--- config.mk ---
export PLATFORM = sky130hd
export DESIGN_NAME = las_ram
export DESIGN_NICKNAME = d
export VERILOG_FILES = /design/src/rtl/linear_assignment_solver_macros.svh /design/src/rtl/las_ram.sv
export SDC_FILE = /design/constraint.sdc
export NUM_CORES = 2
export LEC_CHECK = 0
export BUFFER_PORTS_ARGS = -buffer_cell sky130_fd_sc_hd__buf_4
export CAP_MARGIN = 25
export CORE_UTILIZATION = 45
export CTS_BUF_LIST = sky130_fd_sc_hd__clkbuf_4
export DETAILED_ROUTE_END_ITERATION = 16
export PLACE_DENSITY = 0.65
export SYNTH_ARGS = -nofsm -noshare
export SYNTH_HDL_FRONTEND = slang
export SYNTH_SLANG_ARGS = --single-unit
--- constraint.sdc ---
create_clock -name clk -period 4.2 [get_ports clk]
set_input_delay 0.63 -clock clk [delete_from_list [all_inputs] [get_ports clk]]
set_output_delay 0.63 -clock clk [all_outputs]
set_load 0.01 [all_outputs]
--- src/rtl/linear_assignment_solver_macros.svh ---
// ----------------------------------------------------------------------------
// linear assignment solver assertion macros
// shared property shorthands for the solver rtl
// ----------------------------------------------------------------------------
`ifndef LINEAR_ASSIGNMENT_SOLVER_MACROS_SVH
`define LINEAR_ASSIGNMENT_SOLVER_MACROS_SVH

// same-cycle implication, reset masked
`define LAS_ASSERT_IMPL(label, clk, rst_n, ante, cons, msg) \
    label: assert property (@(posedge clk) disable iff (!rst_n) (ante) |-> (cons)) \
        else $error(msg);

// next-cycle implication, reset masked
`define LAS_ASSERT_NEXT(label, clk, rst_n, ante, cons, msg) \
    label: assert property (@(posedge clk) disable iff (!rst_n) (ante) |=> (cons)) \
        else $error(msg);

`endif

--- src/rtl/las_ram.sv ---
// ----------------------------------------------------------------------------
// las_ram
// simple dual-port ram, one write and one registered read per cycle
// ----------------------------------------------------------------------------
module las_ram #(
    parameter int WIDTH = 32,
    parameter int DEPTH = 64,
    localparam int AW = (DEPTH > 1) ? $clog2(DEPTH) : 1
) (
    input  logic             clk,
    input  logic             we,
    input  logic [AW-1:0]    waddr,
    input  logic [WIDTH-1:0] wdata,
    input  logic [AW-1:0]    raddr,
    output logic [WIDTH-1:0] rdata
);

    logic [WIDTH-1:0] mem [DEPTH];

    // read returns the old word on a same-address write
    always_ff @(posedge clk)
    begin
        if (we)
        begin
            mem[waddr] <= wdata;
        end
        rdata <= mem[raddr];
    end

endmodule

==> Word level (Yosys, flattened, before mapping) <==
Memory sizes are Yosys's and may differ from the RTL's. A register that Yosys moved wholly into a read port is not among the register bits.
Index checks and enable logic that the tools add are counted.
{ "totals": {"register_bits": 0, "ram_bits": 2048, "output_inout_bits": 32, "mem_count": 1} }
{ "memory_table": {"columns": ["name", "words", "word_bits", "read_ports", "rd_clocked_by_memory_dff", "wr", "line_no", "source"], "rows": [
  ["mem", 64, 32, 1, 1, 1, "las_ram.sv:18", "logic [WIDTH-1:0] mem [DEPTH];"]
]} }
{ "classes": {"muxes": 2} }
{ "ops": {"columns": ["cell", "count"], "rows": [
  ["$mux W1", 2]
]} }

==> Logic depth before layout (Yosys ltp) <==
{ "logic_depth": {"ltp_word": 2, "depth_mapped": 10, "ltp_nobuf": 5} }

==> Worst setup path before layout <==
Ideal clock, no wire load.
{ "synth_timing": {"kind": "in2reg", "start": "in waddr[3]", "end": "mem mem[48][0], enable pin", "setup_ns": 0.461, "t_arrival_ns": 3.329, "t_required_ns": 3.739, "slack_ns": 0.410, "stages": 4, "path_buffers": 1, "cell_sequence": "clkbuf_1 nor2b_1 nand4b_1 nor3_1"} }
{ "synth_lines": {"columns": ["item", "line_no", "source"], "rows": [
  ["start, declared", "las_ram.sv:12", "input logic [AW-1:0] waddr,"],
  ["end, declared", "las_ram.sv:18", null]
]} }
Straight into the memory's write port.

==> Worst setup path after layout <==
{ "layout_timing": {"start": "reg rdata[24], read port of mem", "end": "out rdata[24]"} }
{ "layout_lines": {"columns": ["item", "line_no", "source"], "rows": [
  ["start, declared", "las_ram.sv:15", "output logic [WIDTH-1:0] rdata"]
]} }
No word-level cell between the ends.

==> summary.txt <==
Synth
  – Count of different cell masters after synthesis: 34
  – Mapped cell area: 78500 sq um
  – Mean post-synth cell area: 23.6 sq um
  – Area fraction of the dominant cell type after synthesis: 78.3%
  – Commonest cells post-synth: 2048 x edfxtp_1, 544 x mux4_2, 137 x nor2_1
  – FF+latch count, synth: 2080
  – Top cells by area, synth: edfxtp_1 78%, mux4_2 16%, mux2i_1 1.2%
  – Post-synthesis sequential area ratio: 79.1%
  – Mapped Nets: 3370
  – Mapped Cells: 3324
  – Yosys top cell by area: edfxtp_1
  – Asr flop ratio synth: 0%
  – Ys Warns: 0
  – Post-synth EDFFs: 2048
  – Count leader, synth: edfxtp_1
  – Synth Flop Type: edfxtp_1

Global routing
  – Overflow left after global routing: 0
  – First-pass GRT wire length: 285 mm
  – Overall Global Routing Usage: 22.9%
  – Initial antenna violation count: 7
  – Vias in the first global route: 40300
  – Largest net degree at the start of global routing: 84

Clock network
  – Clock buffer count from CTS: 540
  – H-tree depth: 6
  – Max clock buf depth: 4
  – TritonCTS clock tree: done
  – Sink Count: 2080
  – Root buf cell: clkbuf_4
  – Clock Latency Late Sink: 1.33 ns
  – Clock-pin slew on the worst setup and hold paths: 0.07 ns
  – Cts repair resizes: 0

Routing
  – Routed WL: 199 mm
  – Routed Antenna Nets: 0
  – Initial DRC Count: 4285
  – DRC Markers: 0
  – Wire per inst: 29.8 microns
  – First-pass DRT Iterations: 6
  – Vias: 39400
  – Vias per cell: 5.91

Power
  – Leakage: 29.0 nW
  – PD cells: 464 nW/um^2
  – VDD IR max: 372 uV

Min path
  – Hold path startpoint: waddr[3]
  – Min-Delay Path Class: in -> reg
  – Hold EP: mem[55][31]
  – WHS Path Cells: 4

Floorplan
  – Die ar.: 176000 sq um
  – Rows: 152
  – Io pins: 78
  – Starting Density: 45.5%
  – Core area: 172000 sq um
  – Die X: 420 microns
  – DIE HEIGHT: 420 microns

Setup path
  – FF-to-FF End: rdata[1]
  – Top delay family on crit path: flip-flops
  – FF-to-FF path depth: 6
  – CP Class: reg -> out
  – Critical path capture point type: output port
  – CP Launch Type: register
  – Crit-path max cell delay: 0.62 ns
  – Maximum fanout along the worst path: 1
  – Worst Path Arrival: 2.15 ns
  – Critical-path top delay cell: dfxtp_1
  – RR Startpoint: mem[46][1]
  – Worst Path Required: 3.57 ns
  – WP buf/inv: 1
  – Critical-path cell list: buf_4
  – Flop2flop setup slack: 2.04 ns

Timing
  – Final Setup Violations: 0
  – Setup_tns: 0 ns
  – Min Tclk post-route: 2.78 ns
  – Hold Fails Final Rpt: 0
  – F_max: 359 MHz
  – Worst-Margin Slew: 1.04 ns
  – Max_slew headroom: 30.9%
  – RSZ-0062 raised after global routing: no
  – Final Cycle Share: 66.2%
  – Worst Clk Skew: 0.0816 ns
  – Pins Over Slew Limit: 0

Layout
  – Layout cells sized above 1: 38.9%
  – Area Overhead vs Synth: 15.3%
  – Layout Nets: 4038
  – Post-route cell area: 90500 sq um
  – Post-layout util: 52.5%

Job
  – Max-cap violations: 0

Status
  – Status: complete, no violations

Place
  – Placed instance area: 83600 sq um
  – Number of buffers added on ports: 77
  – Placer Congestion: 0.792
  – HPWL after detailed placement: 111 mm
-- how the worst max path moves through the flow --
stage / from / depth (start not counted) / to / slack [ns]
after floorplan: waddr[3] / 4 / mem[48][0] / 0.41
after global placement: raddr[0] / 9 / rdata[15] / 0.51
after detailed placement: raddr[0] / 9 / rdata[15] / 0.48
after CTS: rdata[24] / 1 / rdata[24] / 1.19
after global routing: rdata[24] / 1 / rdata[24] / 1.32
final: rdata[24] / 1 / rdata[24] / 1.42
-- state kept, by name, indices dropped and copies added, names as in the netlist --
| signal | flops |
|---|---|
| rdata | 32 |
| mem | 2048 |
-- where the power goes --
| part | leakage [nW] | internal [W] | switching, W |
|---|---|---|---|
| logic | 6.38 | 0.000873 | 0.00129 |
| clock network | 3.91 | 0.00884 | 0.00792 |
| registers | 18.7 | 0.0230 | 0.000105 |
| total | 29.0 | 0.0327 | 0.00931 |
-- placed cells by master, fill, tap and decap left out, types with 7 or more instances in the layout --
| cell type | netlist | routed |
|---|---|---|
| edfxtp_1 | 2048 | 2048 |
| clkbuf_4 | 0 | 764 |
| mux4_2 | 544 | 544 |
| buf_4 | 25 | 213 |
| mux2i_1 | 93 | 93 |
| clkinv_1 | 0 | 87 |
| o22ai_1 | 84 | 84 |
| nor2_1 | 137 | 75 |
| a21oi_1 | 62 | 62 |
| nor2_4 | 0 | 62 |
| buf_12 | 0 | 49 |
| dlygate4sd3_1 | 0 | 42 |
| dfxtp_1 | 32 | 32 |
| o221ai_1 | 27 | 27 |
| nand2_1 | 26 | 26 |
| inv_2 | 0 | 21 |
| nor2b_1 | 15 | 15 |
| clkinv_2 | 0 | 15 |
| a22oi_1 | 12 | 12 |
| a311oi_1 | 8 | 8 |
| bufinv_16 | 0 | 8 |
| nand2b_1 | 8 | 7 |
-- layer usage --
| metal | vias to the layer above | wire length [microns] | track usage [%] | part of all wire [%] |
|---|---|---|---|---|
| met4 | 2 | 5270 | 8.12 | 2.7 |
| met1 | 21100 | 81100 | 32.6 | 41 |
| met2 | 2033 | 94300 | 35.1 | 47 |
| met5 | - | 8 | 0 | 0.0040 |
| li1 | 16000 | - | - | - |
| met3 | 302 | 17900 | 5.23 | 9.0 |
-- cell type report --
cell class	count	area, sq um
clock inverter	134	743
clock buffer	764	5740
sequential	2080	62100
multi-input combinational	1062	16000
tap	2310	2890
fill	13400	81900
timing repair buffer	308	3060
antenna	5	12.5
-- cell families (layout without fill, tap and decap cells) --
| kind of cell | after synthesis | in the layout | synth area share (%) |
|---|---|---|---|
| AOI/OAI and AO/OA | 202 | 202 | 1.67 |
| buffers and inverters | 182 | 1206 | 1.13 |
| DFF | 2080 | 2080 | 79.1 |
| muxes | 637 | 637 | 16.8 |
| other | 0 | 5 | 0 |
| and+or+nand+nor | 223 | 223 | 1.27 |
-- metrics by stage --
step | hold slack (ns) | total power (W) | worst slack, ns | cells
2_1_floorplan | 0.663 | 0.0246 | 0.410 | 3324
3_3_place_gp | 0.739 | 0.0256 | 0.510 | 5718
3_5_place_dp | 0.755 | 0.0257 | 0.483 | 5718
4_1_cts | 0.0691 | 0.0424 | 1.19 | 6658
5_1_grt | 0.170 | 0.0436 | 1.32 | 6663
6_report | 0.292 | 0.0420 | 1.42 | 6663
-- timing repair --
action / CTS / global route
hold buffers: 42 / 0
endpoints found under the hold margin: 2243 / 0
buffers inserted: 0 / 0
(Power assumes the default switching activity.)
